[src/hdl/dq_pkg.sv]
// Shared types and codes for the double-ended queue.
`default_nettype none
package dq_pkg;

   localparam int CAPACITY_DEF = 16;
   localparam int DATA_W       = 32;

   localparam logic [2:0] KIND_PUSH_FRONT = 3'd0;
   localparam logic [2:0] KIND_PUSH_BACK  = 3'd1;
   localparam logic [2:0] KIND_POP_FRONT  = 3'd2;
   localparam logic [2:0] KIND_POP_BACK   = 3'd3;
   localparam logic [2:0] KIND_LIST       = 3'd4;

   localparam logic [1:0] STAT_OK    = 2'd0;
   localparam logic [1:0] STAT_EMPTY = 2'd1;
   localparam logic [1:0] STAT_FULL  = 2'd2;

   typedef struct packed {
      logic [2:0]               kind;
      logic signed [DATA_W-1:0] value;
   } req_type;

   typedef struct packed {
      logic [1:0]               status;
      logic signed [DATA_W-1:0] value_res;
      logic                     last;
   } rsp_type;

   typedef struct packed {
      logic busy;
      logic empty;
      logic full;
   } stat_type;

endpackage
`default_nettype wire

[src/hdl/dq_mem.sv]
// Entry storage: one write port and one read port with registered read data.
`default_nettype none
module dq_mem #(
   parameter int DEPTH = dq_pkg::CAPACITY_DEF,
   parameter int IDX_W = $clog2(DEPTH)
) (
   input  wire logic                             clock,
   input  wire logic                             wr_en,
   input  wire logic [IDX_W-1:0]                 wr_addr,
   input  wire logic signed [dq_pkg::DATA_W-1:0] wr_data,
   input  wire logic                             rd_en,
   input  wire logic [IDX_W-1:0]                 rd_addr,
   output logic signed [dq_pkg::DATA_W-1:0]      rd_data
);
   import dq_pkg::*;

   logic signed [DATA_W-1:0] mem_ff [DEPTH];
   logic signed [DATA_W-1:0] rd_data_ff;

   always_ff @(posedge clock) begin
      if (wr_en) begin
         mem_ff[wr_addr] <= wr_data;
      end
      // Read data holds while no read is issued.
      if (rd_en) begin
         rd_data_ff <= mem_ff[rd_addr];
      end
   end

   assign rd_data = rd_data_ff;

endmodule
`default_nettype wire

[src/hdl/dq_ctrl.sv]
// Command sequencer: ring pointers, memory access and the result register.
`default_nettype none
module dq_ctrl #(
   parameter int CAPACITY = dq_pkg::CAPACITY_DEF,
   parameter int IDX_W    = $clog2(CAPACITY)
) (
   input  wire logic                             clock,
   input  wire logic                             reset,
   input  wire logic                             req_valid,
   output logic                                  req_stall,
   input  wire dq_pkg::req_type                  req_item,
   output logic                                  rsp_valid,
   input  wire logic                             rsp_stall,
   output dq_pkg::rsp_type                       rsp_item,
   output logic                                  wr_en,
   output logic [IDX_W-1:0]                      wr_addr,
   output logic signed [dq_pkg::DATA_W-1:0]      wr_data,
   output logic                                  rd_en,
   output logic [IDX_W-1:0]                      rd_addr,
   input  wire logic signed [dq_pkg::DATA_W-1:0] rd_data,
   output dq_pkg::stat_type                      stat
);
   import dq_pkg::*;

   localparam int CNT_W = $clog2(CAPACITY + 1);
   localparam logic [IDX_W-1:0] LAST_IDX = IDX_W'(CAPACITY - 1);
   localparam logic [IDX_W-1:0] ONE_IDX  = IDX_W'(1);
   localparam logic [CNT_W-1:0] CAP_CNT  = CNT_W'(CAPACITY);
   localparam logic [CNT_W-1:0] ONE_CNT  = CNT_W'(1);

   typedef enum logic {S_IDLE, S_BUSY} state_type;

   function automatic logic [IDX_W-1:0] ring_add(input logic [IDX_W-1:0] a,
                                                 input logic [IDX_W-1:0] b);
      logic [IDX_W:0] s;
      s = {1'b0, a} + {1'b0, b};
      if (s >= (IDX_W + 1)'(CAPACITY)) begin
         s = s - (IDX_W + 1)'(CAPACITY);
      end
      return s[IDX_W-1:0];
   endfunction

   state_type        state_ff, state_in;
   logic [IDX_W-1:0] head_ff, head_in;
   logic [CNT_W-1:0] count_ff, count_in;
   logic [IDX_W-1:0] ptr_ff, ptr_in;
   logic [CNT_W-1:0] rem_ff, rem_in;
   logic             pend_ff, pend_in;
   logic             pend_last_ff, pend_last_in;
   logic             rsp_valid_ff, rsp_valid_in;
   rsp_type          rsp_item_ff, rsp_item_in;

   logic             out_free;
   logic             accept;
   logic             is_empty;
   logic             is_full;
   logic [CNT_W-1:0] count_m1;
   logic [IDX_W-1:0] head_dec;
   logic [IDX_W-1:0] tail_pos;
   logic [IDX_W-1:0] back_pos;
   logic             load;
   logic             issue;

   assign out_free  = !rsp_valid_ff || !rsp_stall;
   assign req_stall = !((state_ff == S_IDLE) && out_free);
   assign accept    = req_valid && !req_stall;
   assign is_empty  = (count_ff == '0);
   assign is_full   = (count_ff == CAP_CNT);
   assign count_m1  = count_ff - ONE_CNT;
   assign head_dec  = (head_ff == '0) ? LAST_IDX : head_ff - ONE_IDX;
   // Both offsets stay below the capacity whenever they are used.
   assign tail_pos  = ring_add(head_ff, count_ff[IDX_W-1:0]);
   assign back_pos  = ring_add(head_ff, count_m1[IDX_W-1:0]);

   // The read data register is a stage of its own: it is refilled only
   // when its item moves to the result register or it is empty.
   assign load  = (state_ff == S_BUSY) && pend_ff && out_free;
   assign issue = (state_ff == S_BUSY) && (rem_ff != '0) && (!pend_ff || load);

   always_comb begin
      state_in     = state_ff;
      head_in      = head_ff;
      count_in     = count_ff;
      ptr_in       = ptr_ff;
      rem_in       = rem_ff;
      pend_in      = pend_ff;
      pend_last_in = pend_last_ff;
      rsp_valid_in = rsp_valid_ff && rsp_stall;
      rsp_item_in  = rsp_item_ff;
      wr_en        = 1'b0;
      wr_addr      = head_dec;
      wr_data      = req_item.value;
      rd_en        = 1'b0;
      rd_addr      = ptr_ff;

      unique case (state_ff)
         S_IDLE: begin
            if (accept) begin
               unique case (req_item.kind) inside
                  KIND_PUSH_FRONT, KIND_PUSH_BACK: begin
                     rsp_valid_in = 1'b1;
                     rsp_item_in  = '{status: STAT_FULL, value_res: '0, last: 1'b1};
                     if (!is_full) begin
                        rsp_item_in.status = STAT_OK;
                        wr_en    = 1'b1;
                        count_in = count_ff + ONE_CNT;
                        if (req_item.kind == KIND_PUSH_FRONT) begin
                           wr_addr = head_dec;
                           head_in = head_dec;
                        end else begin
                           wr_addr = tail_pos;
                        end
                     end
                  end
                  KIND_POP_FRONT, KIND_POP_BACK, KIND_LIST: begin
                     if (is_empty) begin
                        rsp_valid_in = 1'b1;
                        rsp_item_in  = '{status: STAT_EMPTY, value_res: '0, last: 1'b1};
                     end else begin
                        rd_en        = 1'b1;
                        pend_in      = 1'b1;
                        pend_last_in = 1'b1;
                        rem_in       = '0;
                        state_in     = S_BUSY;
                        if (req_item.kind == KIND_POP_FRONT) begin
                           rd_addr  = head_ff;
                           head_in  = ring_add(head_ff, ONE_IDX);
                           count_in = count_m1;
                        end else if (req_item.kind == KIND_POP_BACK) begin
                           rd_addr  = back_pos;
                           count_in = count_m1;
                        end else begin
                           rd_addr      = head_ff;
                           ptr_in       = ring_add(head_ff, ONE_IDX);
                           rem_in       = count_m1;
                           pend_last_in = (count_ff == ONE_CNT);
                        end
                     end
                  end
                  default: begin
                  end
               endcase
            end
         end
         S_BUSY: begin
            if (load) begin
               rsp_valid_in = 1'b1;
               rsp_item_in  = '{status: STAT_OK, value_res: rd_data, last: pend_last_ff};
               pend_in      = 1'b0;
               if (pend_last_ff) begin
                  state_in = S_IDLE;
               end
            end
            if (issue) begin
               rd_en        = 1'b1;
               rd_addr      = ptr_ff;
               ptr_in       = ring_add(ptr_ff, ONE_IDX);
               rem_in       = rem_ff - ONE_CNT;
               pend_in      = 1'b1;
               pend_last_in = (rem_ff == ONE_CNT);
            end
         end
         default: begin
            state_in = S_IDLE;
         end
      endcase
   end

   always_ff @(posedge clock) begin
      if (reset) begin
         state_ff     <= S_IDLE;
         head_ff      <= '0;
         count_ff     <= '0;
         rem_ff       <= '0;
         pend_ff      <= 1'b0;
         rsp_valid_ff <= 1'b0;
      end else begin
         state_ff     <= state_in;
         head_ff      <= head_in;
         count_ff     <= count_in;
         rem_ff       <= rem_in;
         pend_ff      <= pend_in;
         rsp_valid_ff <= rsp_valid_in;
      end
      ptr_ff       <= ptr_in;
      pend_last_ff <= pend_last_in;
      rsp_item_ff  <= rsp_item_in;
   end

   assign rsp_valid  = rsp_valid_ff;
   assign rsp_item   = rsp_item_ff;
   assign stat.busy  = (state_ff == S_BUSY);
   assign stat.empty = is_empty;
   assign stat.full  = is_full;

endmodule
`default_nettype wire

[src/hdl/double_ended_queue_top.sv]
// A push's result appears in the cycle after acceptance; a pop's and the first of a list
// pass the read data register, then the result register; the rest follow one per cycle
// unless the result is stalled, set by the single read port and registered read data.
// A push is taken every cycle unless the result stalls; a pop or list blocks until done.
// Synchronous reset empties the queue at once (head and count to zero); the entry
// memory is not cleared, since no entry is read before it is written.
`default_nettype none
module double_ended_queue_top #(
   parameter int CAPACITY = dq_pkg::CAPACITY_DEF
) (
   input  wire logic            clock,
   input  wire logic            reset,
   input  wire logic            req_valid,
   output logic                 req_stall,
   input  wire dq_pkg::req_type req_item,
   output logic                 rsp_valid,
   input  wire logic            rsp_stall,
   output dq_pkg::rsp_type      rsp_item
);
   import dq_pkg::*;

   localparam int IDX_W = $clog2(CAPACITY);

   logic                     wr_en;
   logic [IDX_W-1:0]         wr_addr;
   logic signed [DATA_W-1:0] wr_data;
   logic                     rd_en;
   logic [IDX_W-1:0]         rd_addr;
   logic signed [DATA_W-1:0] rd_data;
   stat_type                 stat;

   dq_mem #(
      .DEPTH (CAPACITY),
      .IDX_W (IDX_W)
   ) u_mem (
      .clock   (clock),
      .wr_en   (wr_en),
      .wr_addr (wr_addr),
      .wr_data (wr_data),
      .rd_en   (rd_en),
      .rd_addr (rd_addr),
      .rd_data (rd_data)
   );

   dq_ctrl #(
      .CAPACITY (CAPACITY),
      .IDX_W    (IDX_W)
   ) u_ctrl (
      .clock     (clock),
      .reset     (reset),
      .req_valid (req_valid),
      .req_stall (req_stall),
      .req_item  (req_item),
      .rsp_valid (rsp_valid),
      .rsp_stall (rsp_stall),
      .rsp_item  (rsp_item),
      .wr_en     (wr_en),
      .wr_addr   (wr_addr),
      .wr_data   (wr_data),
      .rd_en     (rd_en),
      .rd_addr   (rd_addr),
      .rd_data   (rd_data),
      .stat      (stat)
   );

`ifndef NO_ASSERTIONS
   // A push into a full queue is refused with a single flagged result.
   a_push_full: assert property (@(posedge clock) disable iff (reset)
      (req_valid && !req_stall && stat.full &&
       (req_item.kind == KIND_PUSH_FRONT || req_item.kind == KIND_PUSH_BACK))
      |=> (rsp_valid && rsp_item.status == STAT_FULL && rsp_item.last))
      else $error("push on full queue not refused");

   // A pop or list on an empty queue reports empty at once.
   a_pop_empty: assert property (@(posedge clock) disable iff (reset)
      (req_valid && !req_stall && stat.empty &&
       (req_item.kind == KIND_POP_FRONT || req_item.kind == KIND_POP_BACK ||
        req_item.kind == KIND_LIST))
      |=> (rsp_valid && rsp_item.status == STAT_EMPTY && rsp_item.last))
      else $error("pop or list on empty queue not reported");

   // A pop on a non-empty queue starts a memory read and a busy phase.
   a_pop_busy: assert property (@(posedge clock) disable iff (reset)
      (req_valid && !req_stall && !stat.empty &&
       (req_item.kind == KIND_POP_FRONT || req_item.kind == KIND_POP_BACK))
      |=> (stat.busy && !stat.full))
      else $error("pop did not start a read");

   // The count can never be both zero and at capacity.
   a_count_sane: assert property (@(posedge clock) disable iff (reset)
      !(stat.empty && stat.full))
      else $error("entry count inconsistent");
`endif

endmodule
`default_nettype wire
[config.mk]
export PLATFORM = sky130hd
export DESIGN_NAME = double_ended_queue_top
export DESIGN_NICKNAME = d
export VERILOG_FILES = /design/src/hdl/dq_pkg.sv /design/src/hdl/dq_mem.sv /design/src/hdl/dq_ctrl.sv /design/src/hdl/double_ended_queue_top.sv
export SDC_FILE = /design/constraint.sdc
export NUM_CORES = 1
export LEC_CHECK = 0
export BUFFER_PORTS_ARGS = -buffer_cell sky130_fd_sc_hd__buf_2
export CORE_ASPECT_RATIO = 2
export CORE_UTILIZATION = 50
export DETAILED_ROUTE_END_ITERATION = 7
export GPL_TIMING_DRIVEN = 0
export PLACE_DENSITY = 0.72
export SETUP_SLACK_MARGIN = 0.2
export SYNTH_ARGS = -nofsm -noshare
export SYNTH_HDL_FRONTEND = slang
export SYNTH_SLANG_ARGS = --single-unit
[constraint.sdc]
create_clock -name clock -period 5.2 [get_ports clock]
set_input_delay 1.04 -clock clock [delete_from_list [all_inputs] [get_ports clock]]
set_output_delay 1.04 -clock clock [all_outputs]
set_load 0.02 [all_outputs]
==> summary.txt <==
Worst-Skew Late Latency -> 0.59 ns
Cell Area, Synth -> 24010 um^2
CTS resizes -> 0
Dpl cell area -> 25660 um^2
Logic pwr share -> 0.080
Reg-to-reg startpoint -> u_ctrl.count_ff[0]
RSZ-0062 raised after global routing -> no
# placed instances -> 2480
Final Cycle Share -> 0.8527
DR vias/cell -> 5.869
Row count -> 113
Syn Area/Cell -> 13.67 um^2
Root buf cell -> clkbuf_16
Mapped Nets -> 1813
CTS tree -> built
R2r endpoint -> u_mem.rd_data[0]
Max FO, Critical Path -> 10
Number of diodes -> 0
Net Sw Frac -> 0.2266
Peak supply drop -> 276.7 uV
Worst-case clock buffer depth -> 3
Min Hold Slack -> 0.5243 ns
Vias -> 15080
Gr usage total -> 0.2524
Setup violators final -> 0
Wire length per cell -> 23.59 um
Peak Freq -> 225.5 MHz
Final setup skew -> 0.02562 ns
Grt ovf -> 0
DRT Pass-1 Iters -> 5
DRT Wirelength -> 60.60 mm
Max Slew Vio Count -> 0
Final Hold Violating Endpoints -> 0
Yosys warnings -> 0
Most frequent CP cell -> mux2i_1
WS Path Type -> reg2reg
Critical-path cell list -> inv_1 > ha_1 > or4b_4 > o2111ai_2 > mux2i_1 > buf_2 > clkbuf_1 > nand2_1 > nand3_1 > nand4_1 > mux2i_1
DRC -> 0
Int Power -> 7.630 mW
Initial core utilization -> 0.5053
CP Capture Type -> register
I/O pin cnt -> 76
Total CTS buffers -> 48
Largest net degree at the start of global routing -> 27
Hold_buf cts -> 0
Synth Instances -> 1756
Worst-case reg-to-reg path depth -> 11
# port buffers -> 74
Fillers -> 3676
Fin nets -> 1955
Post-route ant nets -> 0
Fin util -> 0.5727
Post-CTS setup buffer count -> 0
Seq pwr share -> 0.550
Clock sinks -> 601
Routability cong. -> 0.8378
Post-synthesis sequential area ratio -> 0.7447
Commonest non-fill, non-tap cells in the layout -> 584 x edfxtp_1, 471 x nand2_1, 231 x nand3_1
Required @ worst endpoint -> 5.53 ns
Ratio of cells with drive above 1 in the final layout -> 0.1285
Number of flops mapped to enable cells by yosys -> 584
Core area -> 47510 um^2
CP arrival -> 4.76 ns
Total Die Area -> 48950 um^2
DRT iter0 DRCs -> 1565
Hold Path Sink -> u_ctrl.rsp_item[14]
Initial antenna violation count -> 1
Layout area overhead -> 13.33%
Post-DP HPWL -> 39.74 mm
Max-cap check violation count -> 0
Commonest non-fill, non-tap cell in the layout -> edfxtp_1
Die width -> 156.9 um
Critical Path Start Type -> register
Tot Pwr -> 9.866 mW
Chip Height -> 311.9 um
Worst stage delay on the critical path -> 0.87 ns
Distinct cells, synth -> 49
WHS Path Cells -> 1
Slew @ Worst Pin -> 1.005 ns
Ys flop type -> edfxtp_1
Non-Filler Instances -> 2569
Min-delay src -> u_mem.rd_data[13]
First-pass GRT wire length -> 89.20 mm
Flop2flop setup slack -> 0.77 ns
Worst rel slew slack -> 0.3106
Clock share of power -> 0.369
Lkg Pwr -> 9.450 nW
Seq cells post-synth -> 601
Ys async rst share -> 0
Net Switching -> 2.236 mW
Worst-path clk slew -> 0.07 ns
Min cycle time layout -> 4.434 ns
Vias in the first global route -> 15100
Status -> finished, final reports clean
Min-delay worst type -> reg2reg
H-tree Lvls -> 2
Power density cells -> 362.6 nW/um^2
Slowest cell on crit path -> mux2i_1
Layout Cell Area excl Fill -> 27210 um^2
-- worst max path at each step --
stage | from | to | slack, ns
5_1_grt | u_ctrl.count_ff[0] | u_mem.rd_data[25] | 0.62
6_report | u_ctrl.count_ff[0] | u_mem.rd_data[0] | 0.77
3_3_place_gp | rsp_stall | u_mem.mem_ff[6][13] | -1.23
3_5_place_dp | req_item[32] | u_mem.rd_data[0] | 0.65
2_1_floorplan | rsp_stall | u_mem.mem_ff[4][0] | 0.80
4_1_cts | u_ctrl.count_ff[0] | u_mem.rd_data[0] | 0.89
-- cell families after synthesis --
group	count (synthesis)	synth area share
AOI/OAI and AO/OA	88	0.02606
DFF	601	0.7447
muxes	80	0.03398
and+or+nand+nor	835	0.1528
adders and majority gates	18	0.01001
xor gates and xnor gates	20	0.007297
buffers and inverters	114	0.02522
-- worst max-delay path, delay by kind of cell (launching register included) --
family / cells / cell delay [ns]
multiplexers: 2 / 1.27
buffers and inverters: 3 / 1.26
AND/OR/NAND/NOR: 4 / 0.86
flip-flops: 1 / 0.40
adder cells (fa/ha/maj): 1 / 0.23
AO/OA/AOI/OAI: 1 / 0.14
-- power groups by stage --
| stage | clock network [mW] | logic (mW) | registers [mW] |
|---|---|---|---|
| 2_1_floorplan | 0 | 0.427 | 5.56 |
| 4_1_cts | 3.68 | 0.791 | 5.43 |
| 3_5_place_dp | 0 | 0.786 | 5.53 |
| 5_1_grt | 3.86 | 0.853 | 5.43 |
| 3_3_place_gp | 0 | 0.736 | 5.54 |
| 6_report | 3.64 | 0.792 | 5.43 |
-- cell type report --
class | count | area (um^2) | share of cell area
clock buffer | 61 | 1271 | 0.04672
clock inverter | 28 | 274.0 | 0.01007
tap | 632 | 790.8 | 0.02906
multi-input combinational | 1041 | 5658 | 0.2080
buffer | 99 | 549.3 | 0.02019
timing repair buffer | 92 | 730.7 | 0.02686
sequential | 601 | 17880 | 0.6571
inverter | 15 | 56.30 | 0.002069
-- synthesized netlist by cell type, drive strengths merged, types with 2 or more instances --
| cell | number | area share |
|---|---|---|
| ha | 16 | 0.0083 |
| nand2 | 472 | 0.074 |
| nor3 | 4 | 0.00083 |
| inv | 15 | 0.0023 |
| fa | 2 | 0.0017 |
| mux2i | 71 | 0.030 |
| o31ai | 4 | 0.0013 |
| and2 | 34 | 0.0089 |
| dfxtp | 17 | 0.014 |
| nand3 | 231 | 0.048 |
| mux2 | 9 | 0.0042 |
| a21o | 2 | 0.00063 |
| nand3b | 2 | 0.00063 |
| nand4 | 34 | 0.0089 |
| clkbuf | 40 | 0.0063 |
| a21oi | 22 | 0.0046 |
| a32oi | 32 | 0.012 |
| a22oi | 2 | 0.00063 |
| a211oi | 4 | 0.0013 |
| nor2b | 2 | 0.00052 |
| edfxtp | 584 | 0.73 |
| xnor2 | 15 | 0.0055 |
| buf | 59 | 0.017 |
| or4 | 2 | 0.00063 |
| o21ai | 13 | 0.0027 |
| xor2 | 5 | 0.0018 |
| nor2 | 44 | 0.0073 |
| nand2b | 6 | 0.0016 |
-- flip-flops by register name, indices dropped and copies added (netlist names) --
register and cells:
u_ctrl.rsp_item 35, u_mem.rd_data 32, u_ctrl.state_ff 1, u_ctrl.rsp_valid 1, u_ctrl.pend_last_ff 1, u_ctrl.ptr_ff 4
u_ctrl.pend_ff 1, u_ctrl.head_ff 4, u_ctrl.count_ff 5, u_ctrl.rem_ff 5, u_mem.mem_ff 512
-- layer usage --
| layer | vias to the layer above | GRT usage | wire (um) |
|---|---|---|---|
| li1 | 6694 | - | - |
| met1 | 7407 | 0.2768 | 20840 |
| met2 | 754 | 0.4528 | 31970 |
| met3 | 220 | 0.03699 | 4067 |
| met4 | 2 | 0.1537 | 3704 |
| met5 | - | 0 | 16 |
-- stage by stage --
step / setup slack, ns / setup TNS, ns
final: 0.7659 / 0
after global routing: 0.6196 / 0
after CTS: 0.8937 / 0
after detailed placement: 0.6456 / 0
after global placement: -1.228 / -453.16
after floorplan: 0.7984 / 0
Note: power is estimated with default switching activity, not from simulation.
